$ cat config.mk
export PLATFORM = sky130hd
export DESIGN_NAME = btmb_csr
export DESIGN_NICKNAME = d
export VERILOG_FILES = /design/src/design/assert_macros.svh /design/src/design/btmb_pkg.sv /design/src/design/btmb_csr.sv
export SDC_FILE = /design/constraint.sdc
export NUM_CORES = 1
export LEC_CHECK = 0
export ABC_CLOCK_PERIOD_IN_PS = 4100
export BUFFER_PORTS_ARGS = -buffer_cell sky130_fd_sc_hd__buf_2
export CAP_MARGIN = 20
export CORE_ASPECT_RATIO = 1.2
export CORE_MARGIN = 2
export CORE_UTILIZATION = 40
export DETAILED_ROUTE_END_ITERATION = 16
export PLACE_DENSITY_LB_ADDON = 0.15
export SYNTH_ARGS = -nofsm -noshare
export SYNTH_HDL_FRONTEND = slang
export SYNTH_SLANG_ARGS = --single-unit
$ cat constraint.sdc
create_clock -name clock -period 4.1 [get_ports clock]
set_input_delay 0.41 -clock clock [delete_from_list [all_inputs] [get_ports clock]]
set_output_delay 0.41 -clock clock [all_outputs]
set_load 0.05 [all_outputs]
$ cat src/design/assert_macros.svh
// assertion macros shared by the rtl modules
`ifndef ASSERT_MACROS_SVH
`define ASSERT_MACROS_SVH

// checked on every rising edge of clock while reset is low
`define BTMB_ASSERT(lbl, prop, msg) \
   lbl: assert property (@(posedge clock) disable iff (reset) prop) \
      else $error(msg);

// checked on every rising edge of clock, reset included
`define BTMB_ASSERT_ALWAYS(lbl, prop, msg) \
   lbl: assert property (@(posedge clock) prop) else $error(msg);

`endif

$ cat src/design/btmb_pkg.sv
// shared types and constants of the bilinear texel modulate blend unit
`timescale 1ns / 1ps
`default_nettype none

package btmb_pkg;

   // pipeline depth, one valid bit per register stage
   localparam int NSTAGE   = 6;
   localparam int CHANNELS = 4;

   // channel slots, matching the byte position in an argb word
   localparam int CH_BLUE  = 0;
   localparam int CH_GREEN = 1;
   localparam int CH_RED   = 2;
   localparam int CH_ALPHA = 3;

   // configuration register indexes
   localparam int CSR_INDEX_W = 4;
   localparam logic [CSR_INDEX_W-1:0] CSR_MOD_RED   = CSR_INDEX_W'(0);
   localparam logic [CSR_INDEX_W-1:0] CSR_MOD_GREEN = CSR_INDEX_W'(1);
   localparam logic [CSR_INDEX_W-1:0] CSR_MOD_BLUE  = CSR_INDEX_W'(2);
   localparam logic [CSR_INDEX_W-1:0] CSR_MOD_ALPHA = CSR_INDEX_W'(3);

   // 255 * 255, the colour part of the common denominator
   localparam int BLEND_DIV = 65025;
   // scaled quotient at or above this saturates
   localparam int SAT_BOUND = 256 * BLEND_DIV;
   // width of the scaled quotient before and after the saturation check
   localparam int TRUNC_W   = 25;
   localparam int QIN_W     = 24;
   // ceil(2^40 / 65025), exact for dividends below 2^24
   localparam int RECIP_SHIFT = 40;
   localparam logic [TRUNC_W-1:0] RECIP_MUL = 25'd16909061;

   typedef struct packed {
      logic [NSTAGE-1:0] en;
      logic [NSTAGE-1:0] valid;
   } pipe_ctl_type;

   typedef struct packed {
      logic [7:0]                     mod_alpha;
      logic [CHANNELS-1:0][15:0]      factor;
   } blend_factor_type;

endpackage

`default_nettype wire

$ cat src/design/btmb_csr.sv
// modulation colour registers and their premultiplied factors
`timescale 1ns / 1ps
`default_nettype none

module btmb_csr import btmb_pkg::*; (
   input  wire logic                   clock,
   input  wire logic                   reset,
   input  wire logic                   csr_valid,
   output logic                        csr_ready,
   input  wire logic [CSR_INDEX_W-1:0] csr_index,
   input  wire logic [7:0]             csr_wdata,
   output blend_factor_type            factors
);

   logic [CHANNELS-1:0][7:0]  mod_ff, mod_in;
   logic [CHANNELS-1:0][15:0] factor_ff, factor_in;

   assign csr_ready = 1'b1;

   always_comb begin
      mod_in = mod_ff;
      if (csr_valid) begin
         unique case (csr_index)
            CSR_MOD_RED:   mod_in[CH_RED]   = csr_wdata;
            CSR_MOD_GREEN: mod_in[CH_GREEN] = csr_wdata;
            CSR_MOD_BLUE:  mod_in[CH_BLUE]  = csr_wdata;
            CSR_MOD_ALPHA: mod_in[CH_ALPHA] = csr_wdata;
            default:       mod_in = mod_ff;
         endcase
      end
   end

   // rgb premultiplied by alpha, alpha itself times 255
   always_comb begin
      factor_in[CH_BLUE]  = mod_ff[CH_BLUE]  * mod_ff[CH_ALPHA];
      factor_in[CH_GREEN] = mod_ff[CH_GREEN] * mod_ff[CH_ALPHA];
      factor_in[CH_RED]   = mod_ff[CH_RED]   * mod_ff[CH_ALPHA];
      factor_in[CH_ALPHA] = mod_ff[CH_ALPHA] * 8'hFF;
   end

   always_ff @(posedge clock) begin
      if (reset) begin
         mod_ff    <= {CHANNELS{8'hFF}};
         factor_ff <= {CHANNELS{16'(BLEND_DIV)}};
      end else begin
         mod_ff    <= mod_in;
         factor_ff <= factor_in;
      end
   end

   assign factors.mod_alpha = mod_ff[CH_ALPHA];
   assign factors.factor    = factor_ff;

endmodule

`default_nettype wire

==> results.txt <==
Measured against its own limit, the worst slew margin works out to 60.4%. The average instance in the mapped netlist occupies 9.18 um2. The number of clock buffers added by TritonCTS is 9. STA classifies the critical path endpoint as a register. Excluding fillers, the count of instances in the completed layout stands at around 1.7k. The count of vias placed by the detailed router is 8293. TritonCTS built the clock tree.

The last weighted congestion value of the routability-driven placer came out at 0.797. The minimum hold slack came out at 0.325 ns. Compared with the post-synthesis result, the final layout area differs by 22.4%. STA classifies the critical path startpoint as a register. Summing the sequential cell areas from Yosys gives roughly 18% of the chip area. The final-report setup violation count came out at 2.

The overall routed net length is between 20 and 25 mm. The wire length of the first global-routing pass is 41.5 mm. In the final timing run, aggregate negative setup slack is -0.0240 ns. For the worst setup path, the data required time is 4.40 ns.

The final reports fail on setup timing. In the synthesized netlist the dominant register cell turns out to be dfxtp_1. The number of antenna violations at the first check in global routing is 1.

The worst setup timing slack at the placement stage came out at -0.132 ns. The reported max-cap violation count is 0. Setup repair after global routing could not meet its margin everywhere. The synthesized flop and latch total is 96. The largest fanout on the critical path is 4.

Once layout is complete, the utilization of the core stands at 49.4%. The global-route usage over all layers came out at 18.0%. After routing the design area is 13300 um2.

The core region is 26800 um2. After layout, the design draws a total of ~6.6 mW. The tightest min-delay check is of the input pin to register type.

The post-placement cell area is 12300 um2. The post-detailed-route count of antenna-violating nets is 0. The net count of the mapped netlist is 1477. The total grt overflow came out at 0. The number of placed instances with taps included is 1663.

The critical path is of the register to register type. The post-DP HPWL came out at 18.9 mm. The final worst-path setup slack is -0.0223 ns.

The vertical die dimension is between 150 and 200 um. The maximum count of clock buffers along a single path is 2. The minimum clock period came out at 4.12 ns. The unique cell type count in the Yosys netlist came out at 56.

The total area of sequential cells came out at around 2000 um2. The post-synthesis cell area came out at 10800 um2. The synthesized instance count came out at 1180. The cell type with the largest total area after synthesis is fa_1.

CTS placed an instance of clkbuf_16 at the clock tree root. In the synthesized netlist the async set-or-reset flop fraction comes to 0%. The routed via count divided by cell count is roughly 4.9. The number of sinks driven by the clock tree came out at 96. The static leakage is 6.26 nW.

The flow ran to the end, but the final reports show violations. The number of placed I/O pins is between 80 and 90. The effective utilization at floorplan is 40.3%. The total count of hold-check failures in the final report is 0.

The floorplan die width is roughly 150 um. The H-tree was split into 3 levels. The total die area came out at 28400 um2. The later pin in the worst-skew pair is clocked with a latency of 0.37 ns.

For the pin with the worst max-slew slack, the measured transition is 0.595 ns. The floorplan row count is 66. The largest net degree at the start of global routing came out at between 40 and 50.

After synthesis, the cell types taking the most area are fa_1 26%, dfxtp_1 18%, ha_1 17%. The net count of the finished layout is 1653. The number of pins exceeding their max-slew limit in the final report came to 0. The critical path data arrival time is between 4 and 5 ns.

The filler cell count in the final layout came out at ~2.6k. The power per standard cell area came out at 499 nW/um2. Between clock sinks in the finished design, the worst skew comes to 0.00845 ns. The share of post-route cells with drive strength above 1 is 24.3%. The count of warnings emitted by yosys came out at 0. The count of flip-flops with a built-in enable after synthesis came out at 0. In the final routed layout, each cell accounts on average for 14.4 um. The via count of the first global-routing pass came out at 8717. The quantity of I/O buffers inserted on ports came out at 86.

The most common cell after layout, fill and taps aside is inv_1. The share of the synthesized area in the top cell type came out at 25.5%. The first-pass detailed-route iteration total came out at 4. Across the VDD grid, the largest voltage drop is 0.391 mV. The upper clock frequency limit is 243 MHz. The post-detailed-route DRC marker count came out at 0.

The footprint of the multi-input gates is 8430 um2. The number of DRC violations after detailed-routing iteration 0 came out at 278. The clock transition at the register clock pins on the worst setup and hold paths after CTS came out at 0.08 ns. The final critical path takes up 101% of the cycle. In the layout the commonest cells are 182 x inv_1, 153 x and2_1, 132 x fa_1.
-- flip-flops by register name, indices dropped and copies added (netlist names) --
name     flops
factors     72
mod_ff      24
-- synthesized netlist by cell type, types with 6 or more instances --
cell	instances
inv_1	195
and2_1	162
ha_1	144
fa_1	138
nand2_1	99
dfxtp_1	96
nor2_1	44
mux2i_1	30
nor2b_1	30
clkbuf_1	28
a21oi_1	20
o21ai_0	20
a21o_1	19
nand3_1	17
o21a_1	15
nor3_1	14
a211oi_1	13
buf_4	9
and3_1	8
xnor2_1	8
a31oi_1	7
o211ai_1	6
o31a_1	6
-- critical path: stages, from the launching register on --
cell and delay (ns):
dfxtp_4 0.35, buf_6 0.13, buf_12 0.12, buf_4 0.13
fa_1 0.49, buf_4 0.16, ha_1 0.27, inv_1 0.06
fa_1 0.43, fa_1 0.49, inv_1 0.04, ha_1 0.29
o21a_1 0.19, o31a_1 0.11, o31a_1 0.31, buf_4 0.16
a21oi_2 0.13, mux2i_1 0.19
-- repair_timing --
action                                  4_1_cts  5_1_grt
endpoints found under the setup margin       14       26
resized for setup                            24       96
pin swaps                                     6       52
setup buffers                                 3       20
hold buffers                                  0        0
-- per-layer routing --
metal / up-vias / global-route usage (%) / share of wire (%)
met5: - / 0 / 0
met4: 0 / 4.93 / 1.7
met3: 25 / 2.49 / 3.2
met2: 108 / 32.1 / 50
met1: 4051 / 22.7 / 46
li1: 4109 / - / -
-- final cells by class --
cell class | instances | share of cell area [%]
antenna | 1 | 0.0189
clock buffer | 10 | 1.73
multi-input combinational | 847 | 63.6
inverter | 196 | 5.55
clock inverter | 6 | 0.378
sequential | 96 | 14.7
timing repair buffer | 206 | 10.8
tap | 340 | 3.21
-- power breakdown --
group	switching [mW]	internal, mW	leakage (nW)	total, mW
Sequential	0.0529	1.15	0.787	1.21
Combinational	2.60	1.94	5.35	4.55
Clock	0.435	0.421	0.130	0.855
Total	3.09	3.52	6.26	6.61
-- cell families after synthesis --
| logic type | share of synthesized area, % |
|---|---|
| other | 0.0346 |
| buffers and inverters | 8.56 |
| flip-flops | 17.7 |
| AND/OR/NAND/NOR | 19.1 |
| adder cells (fa/ha/maj) | 42.1 |
| XOR/XNOR | 0.890 |
| multiplexers | 2.88 |
| AO/OA/AOI/OAI | 8.60 |
-- worst paths after layout --
path / cells after the start / from / end / slack, ns
setup reg to reg: 17 / factors[66] / factors[61] / -0.02
hold / removal: 3 / csr_wdata[2] / factors[66] / 0.32
hold reg to reg: 2 / mod_ff[18] / mod_ff[18] / 0.53
setup / recovery: 17 / factors[66] / factors[61] / -0.02
Note: power is estimated with default switching activity, not from simulation.
