$ cat src/design/assert_macros.svh
// assertion macros shared by the rtl modules
`ifndef ASSERT_MACROS_SVH
`define ASSERT_MACROS_SVH

// checked on every rising edge of clock while reset is low
`define BTMB_ASSERT(lbl, prop, msg) \
   lbl: assert property (@(posedge clock) disable iff (reset) prop) \
      else $error(msg);

// checked on every rising edge of clock, reset included
`define BTMB_ASSERT_ALWAYS(lbl, prop, msg) \
   lbl: assert property (@(posedge clock) prop) else $error(msg);

`endif

$ cat src/design/btmb_pkg.sv
// shared types and constants of the bilinear texel modulate blend unit
`timescale 1ns / 1ps
`default_nettype none

package btmb_pkg;

   // pipeline depth, one valid bit per register stage
   localparam int NSTAGE   = 6;
   localparam int CHANNELS = 4;

   // channel slots, matching the byte position in an argb word
   localparam int CH_BLUE  = 0;
   localparam int CH_GREEN = 1;
   localparam int CH_RED   = 2;
   localparam int CH_ALPHA = 3;

   // configuration register indexes
   localparam int CSR_INDEX_W = 4;
   localparam logic [CSR_INDEX_W-1:0] CSR_MOD_RED   = CSR_INDEX_W'(0);
   localparam logic [CSR_INDEX_W-1:0] CSR_MOD_GREEN = CSR_INDEX_W'(1);
   localparam logic [CSR_INDEX_W-1:0] CSR_MOD_BLUE  = CSR_INDEX_W'(2);
   localparam logic [CSR_INDEX_W-1:0] CSR_MOD_ALPHA = CSR_INDEX_W'(3);

   // 255 * 255, the colour part of the common denominator
   localparam int BLEND_DIV = 65025;
   // scaled quotient at or above this saturates
   localparam int SAT_BOUND = 256 * BLEND_DIV;
   // width of the scaled quotient before and after the saturation check
   localparam int TRUNC_W   = 25;
   localparam int QIN_W     = 24;
   // ceil(2^40 / 65025), exact for dividends below 2^24
   localparam int RECIP_SHIFT = 40;
   localparam logic [TRUNC_W-1:0] RECIP_MUL = 25'd16909061;

   typedef struct packed {
      logic [NSTAGE-1:0] en;
      logic [NSTAGE-1:0] valid;
   } pipe_ctl_type;

   typedef struct packed {
      logic [7:0]                     mod_alpha;
      logic [CHANNELS-1:0][15:0]      factor;
   } blend_factor_type;

endpackage

`default_nettype wire

$ cat src/design/btmb_bilerp.sv
// two-stage bilinear interpolation of one colour channel
`timescale 1ns / 1ps
`default_nettype none

module btmb_bilerp import btmb_pkg::*; #(
   parameter int FRAC_BITS = 8
) (
   input  wire logic                      clock,
   input  wire logic [7:0]                texel_tl,
   input  wire logic [7:0]                texel_tr,
   input  wire logic [7:0]                texel_bl,
   input  wire logic [7:0]                texel_br,
   input  wire logic [FRAC_BITS-1:0]      frac_x,
   input  wire logic [FRAC_BITS-1:0]      frac_y,
   input  wire pipe_ctl_type              ctl,
   output logic [2*FRAC_BITS+7:0]         bilerp_value
);

   localparam int ONE = 1 << FRAC_BITS;
   localparam int WW  = FRAC_BITS + 1;
   localparam int HW  = FRAC_BITS + 8;
   localparam int BW  = 2 * FRAC_BITS + 8;

   logic [WW-1:0]   wx0, wx1, wy0, wy1;
   logic [HW:0]     p_tl, p_tr, p_bl, p_br;
   logic [HW+1:0]   top_full, bot_full;
   logic [HW-1:0]   top_ff, top_in, bot_ff, bot_in;
   logic [FRAC_BITS-1:0] fy_ff;
   logic [BW:0]     p_top, p_bot;
   logic [BW+1:0]   vert_full;
   logic [BW-1:0]   bil_ff, bil_in;

   // horizontal pass, straight from the input ports
   always_comb begin
      wx1      = {1'b0, frac_x};
      wx0      = WW'(ONE) - wx1;
      p_tl     = texel_tl * wx0;
      p_tr     = texel_tr * wx1;
      p_bl     = texel_bl * wx0;
      p_br     = texel_br * wx1;
      top_full = (HW+2)'(p_tl) + (HW+2)'(p_tr);
      bot_full = (HW+2)'(p_bl) + (HW+2)'(p_br);
      top_in   = top_full[HW-1:0];
      bot_in   = bot_full[HW-1:0];
   end

   // vertical pass
   always_comb begin
      wy1       = {1'b0, fy_ff};
      wy0       = WW'(ONE) - wy1;
      p_top     = top_ff * wy0;
      p_bot     = bot_ff * wy1;
      vert_full = (BW+2)'(p_top) + (BW+2)'(p_bot);
      bil_in    = vert_full[BW-1:0];
   end

   always_ff @(posedge clock) begin
      if (ctl.en[0]) begin
         top_ff <= top_in;
         bot_ff <= bot_in;
         fy_ff  <= frac_y;
      end
      if (ctl.en[1]) begin
         bil_ff <= bil_in;
      end
   end

   assign bilerp_value = bil_ff;

endmodule

`default_nettype wire

$ cat config.mk
export PLATFORM = sky130hd
export DESIGN_NAME = btmb_bilerp
export DESIGN_NICKNAME = d
export VERILOG_FILES = /design/src/design/assert_macros.svh /design/src/design/btmb_pkg.sv /design/src/design/btmb_bilerp.sv
export SDC_FILE = /design/constraint.sdc
export NUM_CORES = 1
export LEC_CHECK = 0
export BUFFER_PORTS_ARGS = -buffer_cell sky130_fd_sc_hd__buf_4
export CORE_MARGIN = 2
export CORE_UTILIZATION = 60
export CTS_CLUSTER_DIAMETER = 40
export DETAILED_ROUTE_END_ITERATION = 8
export PLACE_DENSITY = 0.78
export SYNTH_ARGS = -nofsm -noshare
export SYNTH_HDL_FRONTEND = slang
export SYNTH_SLANG_ARGS = --single-unit
$ cat constraint.sdc
create_clock -name clock -period 12.4 [get_ports clock]
set_clock_uncertainty 0.1 [all_clocks]
set_input_delay 1.24 -clock clock [delete_from_list [all_inputs] [get_ports clock]]
set_output_delay 1.24 -clock clock [all_outputs]
set_load 0.01 [all_outputs]
==> results by group, run 1 <==
Placement
  • Setup WS pre-CTS: 3732 ps
  • Final GP Congestion: 0.8966
  • Dpl hpwl: 35250 um
  • Port Buffers: 74
  • Placed cell areas: 20840 um^2

GRT
  • Global-route wire length before repair: 72900 um
  • Total Routing Usage GR: 26.82%
  • GRT overflow: 0
  • Busiest grt layer: met2
  • M1 GR Usage: 33.77%
  • Antenna violations before repair: 0
  • Number of global-route vias before repair: 15670
  • Largest net degree at the start of global routing: 41
  • Met3 Resource Use GR: 2.152%
  • GR met2 Demand/Resource: 49.22%

Routing
  • Antenna-violating nets left: 0
  • WL/cell: 16.10 um
  • Via-per-instance ratio: 5.361
  • First-pass DRT Iterations: 6
  • Total Wirelength: 42000 um
  • First DRT Iteration DRCs: 730
  • DRC violations left: 0
  • Vias: 13990

Clocking
  • Clk pin slew, worst setup/hold paths: 60 ps
  • CTS sink cnt: 64
  • H-tree lvl count: 3
  • CTS tree: built
  • Num CTS Buffers: 9
  • Root Driver: clkbuf_16
  • CTS Buffer Depth: 2
  • Clock latency at the later pin of the worst-skew pair: 360 ps
  • CTS resizes: 0
  • CTS Hold Bufs: 0
  • Post-CTS setup buffer count: 0

Hold path
  • Hold_sp: top_ff[0]$_DFFE_PP_
  • Hold Path Class: flip-flop to flip-flop

Finish
  • Final instance area: 21170 um^2
  • Flip-flop and latch area: 1922 um^2
  • Commonest non-fill, non-tap cell in the layout: inv_1
  • Share of post-route cells with drive strength above 1: 5.307%
  • Multi-input gate area: 15640 um^2
  • Final nets: 2850
  • Antenna cells: 0
  • Fillcell total: 2626
  • Area Overhead vs Synth: 6.402%
  • Commonest non-fill, non-tap cells in the layout: 553 x inv_1, 423 x fa_1, 290 x and2_1

Setup path
  • Slowest stage cell on the critical path: xnor2_1
  • Largest fanout on the critical path: 34
  • Most frequent cell on the critical path: fa_1
  • Crit path cell chain: buf_4, inv_1, ha_1, or3b_4, nor3_1, xnor2_1, nand2_1, fa_1, inv_1, fa_1, fa_1, fa_1, inv_1, fa_1, fa_1, inv_1, ha_1, a21oi_1, o21ai_1, a41o_1, o31ai_4, mux2i_1, a2111oi_1
  • Slack of the worst reg-to-reg path: 4130 ps
  • RR Startpoint: fy_ff[0]$_DFFE_PP_
  • CP startpoint: frac_x[0]
  • Critical path's largest stage delay: 800 ps
  • Startpoint Class: primary input
  • R2R cell count: 25
  • Critical path arrival: 8350 ps
  • Stages on the worst setup path: 23
  • Worst setup path class: primary input to flip-flop
  • R2R Path End: bilerp_value[23]$_DFFE_PP_
  • Crit path buf inv count: 5
  • Crit path to: top_ff[15]$_DFFE_PP_
  • Worst EP required: 12360 ps
  • Crit end category: flip-flop
  • Top delay family on crit path: adder cells

Timing
  • Max Fclk: 0.1192 GHz
  • Tcrit/Tclk final: 67.64%
  • Hold Violations, Final: 0
  • Final worst path period need: 8387 ps
  • RSZ-0062 raised after global routing: false
  • Setup TNS: 0 ps
  • Final Slew Violations: 0
  • Worst-Margin Slew: 1389 ps
  • Setup WS post-layout: 4013 ps
  • Slew headroom: 7.081%
  • Setup violations, final: 0

Die
  • Die ar.: 34630 um^2
  • Die X: 186.1 um
  • Height of the die: 186.1 um
  • Num rows: 66
  • Initial Util: 61.00%
  • IO Pins: 85
  • Core area: 32620 um^2

Yosys
  • Main synth FF type: edfxtp_1
  • Cell count after synthesis: 2135
  • Synth unique cells: 53
  • Mapped cell area: 19900 um^2
  • Synthesized Nets: 2823
  • Number of synthesized flops with an enable pin: 64
  • Post-synthesis sequential area ratio: 9.659%
  • Yosys reg bits: 64
  • Syn_area_per_cell: 9.319 um^2
  • Syn. warnings: 0
  • FFs w/ async S/R, synth: 0%

Status
  • Status: completed

Flow run
  • Max Cap Viol: 0
## layout make-up
class                      count  area share, %
clock buffer                   9          1.064
sequential                    64          9.078
inverter                     553          9.805
multi-input combinational   1447          73.87
timing repair buffer          87          3.085
tap                          442          2.612
clock inverter                 7         0.4905
## tightest hold or removal path, stage by stage, from the launching register on
cell and delay, ps:
edfxtp_1 510, and2_1 180, ha_1 120
## stage by stage
step	util, %	hold WS, ps	instances
final	64.90	813.3	2609
after global routing	64.90	852.6	2609
after CTS	64.90	806.0	2609
after detailed placement	63.89	795.6	2593
after global placement	63.89	797.8	2593
after floorplan	-	640.1	2135
## synth_stat cells (all sizes together), types with 4 or more instances
master,count,area share [%]
inv,553,10
fa,423,43
and2,290,9.1
nand2,273,5.2
ha,204,13
edfxtp,64,9.7
clkbuf,53,1.0
xnor2,49,2.2
nor2,31,0.58
a21oi,30,0.75
xor2,20,0.88
buf,18,0.39
a21o,14,0.53
o21ai,14,0.35
nand3,12,0.30
nor2b,8,0.25
nor3,8,0.20
o21a,7,0.26
a211oi,6,0.23
or3,6,0.19
nand2b,5,0.16
a31oi,4,0.13
nor4,4,0.13
o21bai,4,0.15
o31ai,4,0.22
## cell families (layout without fill, tap and decap cells)
family	after synthesis	in the layout	share of synthesized area, %
AO/OA/AOI/OAI	100	100	3.352
XOR/XNOR	69	69	3.075
flip-flops	64	64	9.659
adder cells (fa/ha/maj)	627	627	55.39
AND/OR/NAND/NOR	650	650	16.65
buffers and inverters	624	656	11.82
multiplexers	1	1	0.05031
## worst min-delay path by stage
stage | depth (start not counted) | end | slack (ps)
after floorplan | 2 | bilerp_value[0]$_DFFE_PP_ | 640
after global placement | 2 | bilerp_value[0]$_DFFE_PP_ | 800
after detailed placement | 2 | bilerp_value[0]$_DFFE_PP_ | 800
after CTS | 2 | bilerp_value[0]$_DFFE_PP_ | 810
after global routing | 2 | bilerp_value[0]$_DFFE_PP_ | 850
final | 2 | bilerp_value[0]$_DFFE_PP_ | 810
## registers in the layout, indices dropped and copies added, names as in the netlist
name          cells
bilerp_value     24
bot_ff           16
top_ff           16
fy_ff             8
## routing by layer
| metal | part of all wire [%] | vias to the layer above |
|---|---|---|
| li1 | - | 6315 |
| met1 | 39 | 7135 |
| met2 | 53 | 440 |
| met3 | 5.4 | 96 |
| met4 | 2.6 | 0 |
| met5 | 0 | - |
Power of run 1 is not shown: default switching activity piles up to over one toggle a cycle in this logic, so the estimate is an artifact.
==> run 2, diff against run 1 <==
==> constraint.sdc (replaced) <==
create_clock -name clock -period 8.3 [get_ports clock]
set_clock_uncertainty 0.1 [all_clocks]
set_input_delay 0.83 -clock clock [delete_from_list [all_inputs] [get_ports clock]]
set_output_delay 0.83 -clock clock [all_outputs]
set_load 0.01 [all_outputs]
==> run 2 against run 1 <==
  * Non-clock buffer count is 10 higher
  * Wire length is 1.8% higher
  * First-iteration DRC count down 10%
  * Flip-flop and latch count did not move
  * Hold slack got worse by 260 ps
  * Sequential share of layout area hardly changed
  * Die area is the same
  * Critical path depth down 2
  * Utilization rose by 0.12 points
  * Highest routed layer unchanged
==> results by group, run 2 (synthesized netlist as in run 1, its figures left out) <==
Timing
  • Final Slew Violations: 0
  • Hold Violations, Final: 0
  • Slew headroom: 27.55%
  • Max Fclk: 0.1311 GHz
  • Worst-Margin Slew: 1079 ps
  • Final worst path period need: 7627 ps
  • RSZ-0062 raised after global routing: false
  • Tcrit/Tclk final: 91.89%
  • Setup TNS: 0 ps
  • Setup violations, final: 0

Finish
  • Multi-input gate area: 15620 um^2
  • Share of post-route cells with drive strength above 1: 5.515%
  • Flip-flop and latch area: 1922 um^2
  • Max FFs per register: 24
  • Commonest non-fill, non-tap cell in the layout: inv_1
  • Area Overhead vs Synth: 6.603%
  • Commonest non-fill, non-tap cells in the layout: 553 x inv_1, 423 x fa_1, 290 x and2_1
  • Fillcell total: 2602
  • Antenna cells: 0
  • Final nets: 2860
  • Non-Filler Instances: 2618

Clocking
  • Clock latency at the later pin of the worst-skew pair: 360 ps
  • Clk pin slew, worst setup/hold paths: 60 ps
  • H-tree lvl count: 3
  • CTS Hold Bufs: 0
  • Post-CTS setup buffer count: 0
  • CTS sink cnt: 64
  • CTS tree: built
  • CTS Buffer Depth: 2
  • Root Driver: clkbuf_16
  • CTS resizes: 0
  • Num CTS Buffers: 9

Setup path
  • Critical path arrival: 7630 ps
  • RR Startpoint: fy_ff[5]$_DFFE_PP_
  • R2R Path End: bilerp_value[23]$_DFFE_PP_
  • Worst setup path class: flip-flop to flip-flop
  • Largest fanout on the critical path: 19
  • R2R cell count: 21
  • Slack of the worst reg-to-reg path: 670 ps
  • Startpoint Class: flip-flop
  • Crit end category: flip-flop
  • Worst EP required: 8300 ps

Routing
  • Total Wirelength: 42770 um
  • Via-per-instance ratio: 5.354
  • Vias: 14020
  • Antenna-violating nets left: 0
  • First-pass DRT Iterations: 5
  • First DRT Iteration DRCs: 657
  • WL/cell: 16.34 um
  • DRC violations left: 0

Die
  • Die X: 186.1 um
  • Die ar.: 34630 um^2
  • Num rows: 66
  • Core area: 32620 um^2
  • Initial Util: 61.00%
  • IO Pins: 85
  • Height of the die: 186.1 um

Hold path
  • Hold Path Class: primary input to flip-flop
  • Hold_sp: frac_y[1]
  • Hold EP: fy_ff[1]$_DFFE_PP_
  • Hold path cells: 1

GRT
  • Number of global-route vias before repair: 15990
  • Total Routing Usage GR: 27.29%
  • GRT overflow: 0
  • Global-route wire length before repair: 73910 um
  • Largest net degree at the start of global routing: 41
  • Antenna violations before repair: 0

Placement
  • Placed Cells: 2603
  • Dpl hpwl: 35810 um
  • Final GP Congestion: 0.9186
  • Port Buffers: 74

Status
  • Status: completed

Flow run
  • Max Cap Viol: 0
[run 2: changes by cell type in the layout (fill, tap and decap cells not counted), sizes merged]
cell,before,now
clkinvlp,2,1
inv,555,554
buf,87,97
clkinv,1,2
[run 2: layout make-up]
class                   count  share of cell area (%)
clock buffers               9                   1.062
clock inverters             6                  0.3952
inverters                 553                   9.786
multi-input cells        1447                   73.66
flip-flops and latches     64                   9.061
well taps                 442                   2.607
repair buffers             97                   3.433
[run 2: worst max-delay path, cell delays in order (launching register included)]
cell	delay (ps)
edfxtp_1	810
nor4_1	160
xnor2_1	880
and2_1	250
fa_1	410
inv_1	80
fa_1	450
fa_1	570
inv_1	70
fa_1	490
fa_1	490
inv_1	50
fa_1	470
inv_1	40
ha_1	370
nand3_1	160
nor2_1	320
nand4b_1	170
a31oi_1	450
a41oi_1	210
a31o_2	280
xnor2_1	120
[run 2: metal layers]
layer / GRT usage (%) / wire (um) / part of all wire (%) / vias up
li1: - / - / - / 6335
met4: 10.65 / 1520 / 3.6 / 0
met2: 49.89 / 21790 / 51 / 481
met1: 33.07 / 17150 / 40 / 7081
met5: 0 / 0 / 0 / -
met3: 3.033 / 2307 / 5.4 / 121
[run 2: stage by stage]
stage               setup slack [ps]  area [um^2]  hold slack [ps]  utilization [%]
floorplan                      970.7        19900            640.1                -
global placement               860.7        20900            828.6            64.08
detailed placement             775.7        20900            855.4            64.08
CTS                            761.9        21210            545.6            65.02
global route                   384.2        21210            543.7            65.02
finish                         673.4        21210            554.3            65.02
[run 2: how the worst max path moves through the flow]
stage,startpoint,to,cells after the start
4_1_cts,fy_ff[5]$_DFFE_PP_,bilerp_value[23]$_DFFE_PP_,21
3_3_place_gp,frac_x[1],bot_ff[15]$_DFFE_PP_,24
6_report,fy_ff[5]$_DFFE_PP_,bilerp_value[23]$_DFFE_PP_,21
3_5_place_dp,frac_x[1],bot_ff[15]$_DFFE_PP_,24
2_1_floorplan,frac_x[0],top_ff[15]$_DFFE_PP_,24
5_1_grt,fy_ff[5]$_DFFE_PP_,bilerp_value[23]$_DFFE_PP_,21
Power of run 2 is left out for the same reason.
==> run 3, diff against run 2 <==
--- a/config.mk
+++ b/config.mk
@@ -11,6 +11,7 @@
 export CTS_CLUSTER_DIAMETER = 40
 export DETAILED_ROUTE_END_ITERATION = 8
 export PLACE_DENSITY = 0.78
+export REMOVE_ABC_BUFFERS = 1
 export SYNTH_ARGS = -nofsm -noshare
 export SYNTH_HDL_FRONTEND = slang
 export SYNTH_SLANG_ARGS = --single-unit
==> constraint.sdc (replaced) <==
create_clock -name clock -period 8.3 [get_ports clock]
set_clock_uncertainty 0.1 [all_clocks]
set_input_delay 0.83 -clock clock [delete_from_list [all_inputs] [get_ports clock]]
set_output_delay 0.83 -clock clock [all_outputs]
set_load 0.05 [all_outputs]
==> run 3 against run 2 <==
  * Register-to-register slack better by 30 ps
  * Maximum frequency up 0.41%
  * Flip-flop and latch count unchanged
  * Critical endpoint unchanged
  * Critical path depth up 2
  * Global-route usage down 1.4 points
  * Largest cell class unchanged
  * Via count down 0.22%
  * Cell count down 0.11%
==> results by group, run 3 (synthesized netlist as in run 1, its figures left out) <==
Timing
  • Setup violations, final: 0
  • Setup TNS: 0 ps
  • Slew headroom: 34.91%
  • Tcrit/Tclk final: 91.51%
  • Max Fclk: 0.1317 GHz
  • Hold Violations, Final: 0
  • Worst-Margin Slew: 969.4 ps
  • RSZ-0062 raised after global routing: false
  • Final Slew Violations: 0
  • Final worst path period need: 7595 ps

Setup path
  • Critical path arrival: 7590 ps
  • CP startpoint: fy_ff[2]$_DFFE_PP_
  • Largest fanout on the critical path: 19
  • Crit end category: flip-flop
  • Worst EP required: 8290 ps
  • RR Startpoint: fy_ff[2]$_DFFE_PP_
  • Worst setup path class: flip-flop to flip-flop
  • Startpoint Class: flip-flop

Clocking
  • CTS Hold Bufs: 0
  • Post-CTS setup buffer count: 0
  • Root Driver: clkbuf_16
  • CTS sink cnt: 64
  • CTS Buffer Depth: 2
  • CTS tree: built
  • Clk pin slew, worst setup/hold paths: 60 ps
  • Num CTS Buffers: 9
  • H-tree lvl count: 3
  • CTS resizes: 0
  • Clock latency at the later pin of the worst-skew pair: 360 ps

Finish
  • Commonest non-fill, non-tap cell in the layout: inv_1
  • Non-Filler Instances: 2615
  • Final nets: 2856
  • Max FFs per register: 24
  • Share of post-route cells with drive strength above 1: 5.522%
  • Area Overhead vs Synth: 6.590%
  • Antenna cells: 0
  • Commonest non-fill, non-tap cells in the layout: 553 x inv_1, 423 x fa_1, 290 x and2_1

Routing
  • DRC violations left: 0
  • Antenna-violating nets left: 0
  • Vias: 13990
  • Via-per-instance ratio: 5.349
  • Total Wirelength: 41730 um
  • First DRT Iteration DRCs: 794
  • First-pass DRT Iterations: 5
  • WL/cell: 15.96 um

Die
  • Die X: 186.1 um
  • Initial Util: 61.00%
  • Height of the die: 186.1 um
  • Die ar.: 34630 um^2
  • IO Pins: 85
  • Core area: 32620 um^2
  • Num rows: 66

Placement
  • Final GP Congestion: 0.8656
  • Port Buffers: 74
  • Dpl hpwl: 35660 um
  • Placed Cells: 2599

GRT
  • Largest net degree at the start of global routing: 41
  • Number of global-route vias before repair: 15190
  • Total Routing Usage GR: 25.91%
  • GRT overflow: 0
  • Global-route wire length before repair: 70590 um
  • Antenna violations before repair: 0

Hold path
  • Hold Path Class: primary input to flip-flop
  • Hold_sp: frac_y[0]

Flow run
  • Max Cap Viol: 0

Status
  • Status: completed
==> run 3: final cells by class <==
type | count | area [um^2]
multi-input cells | 1447 | 15630
fillers | 2591 | 11410
inverters | 553 | 2076
flip-flops and latches | 64 | 1922
repair buffers | 93 | 698.2
well taps | 442 | 553.0
clock buffers | 9 | 225.2
clock inverters | 7 | 103.9
==> run 3: worst max-delay path, stage by stage (launching register included) <==
cell and delay, ps:
edfxtp_1 750, nor2_1 130, nand3_1 150, nor4_1 70, xnor2_1 760, and2_1 250
fa_1 410, inv_1 90, fa_1 440, fa_1 510, inv_1 60, fa_1 520
fa_1 490, inv_1 50, fa_1 470, inv_1 40, ha_1 370, nand3_1 160
nor2_1 330, nand4b_1 250, a31oi_1 370, a41oi_1 200, a31o_2 270, xnor2_1 110
==> run 3: metal layers <==
layer,vias up,routed length [um],global-route usage [%]
met5,-,0,0
met4,0,965,7.969
met3,87,2251,3.522
met2,427,22170,47.26
met1,7143,16340,31.95
li1,6330,-,-
==> run 3: through the flow <==
stage	worst slack (ps)	util [%]	instance area, um^2	hold slack (ps)
2_1_floorplan	938.3	-	19620	640.1
3_3_place_gp	650.9	64.01	20880	768.3
3_5_place_dp	538.3	64.01	20880	784.6
4_1_cts	675.4	65.02	21210	534.3
5_1_grt	309.3	65.02	21210	542.9
6_report	704.8	65.02	21210	549.5
==> run 3: worst paths after layout <==
| path | endpoint | slack, ps | cells after the start |
|---|---|---|---|
| hold / removal | fy_ff[0]$_DFFE_PP_ | 550 | 1 |
| hold reg to reg | bilerp_value[0]$_DFFE_PP_ | 800 | 2 |
| setup / recovery | bilerp_value[23]$_DFFE_PP_ | 700 | 23 |
| setup reg to reg | bilerp_value[23]$_DFFE_PP_ | 700 | 23 |
Power of run 3 is left out for the same reason.
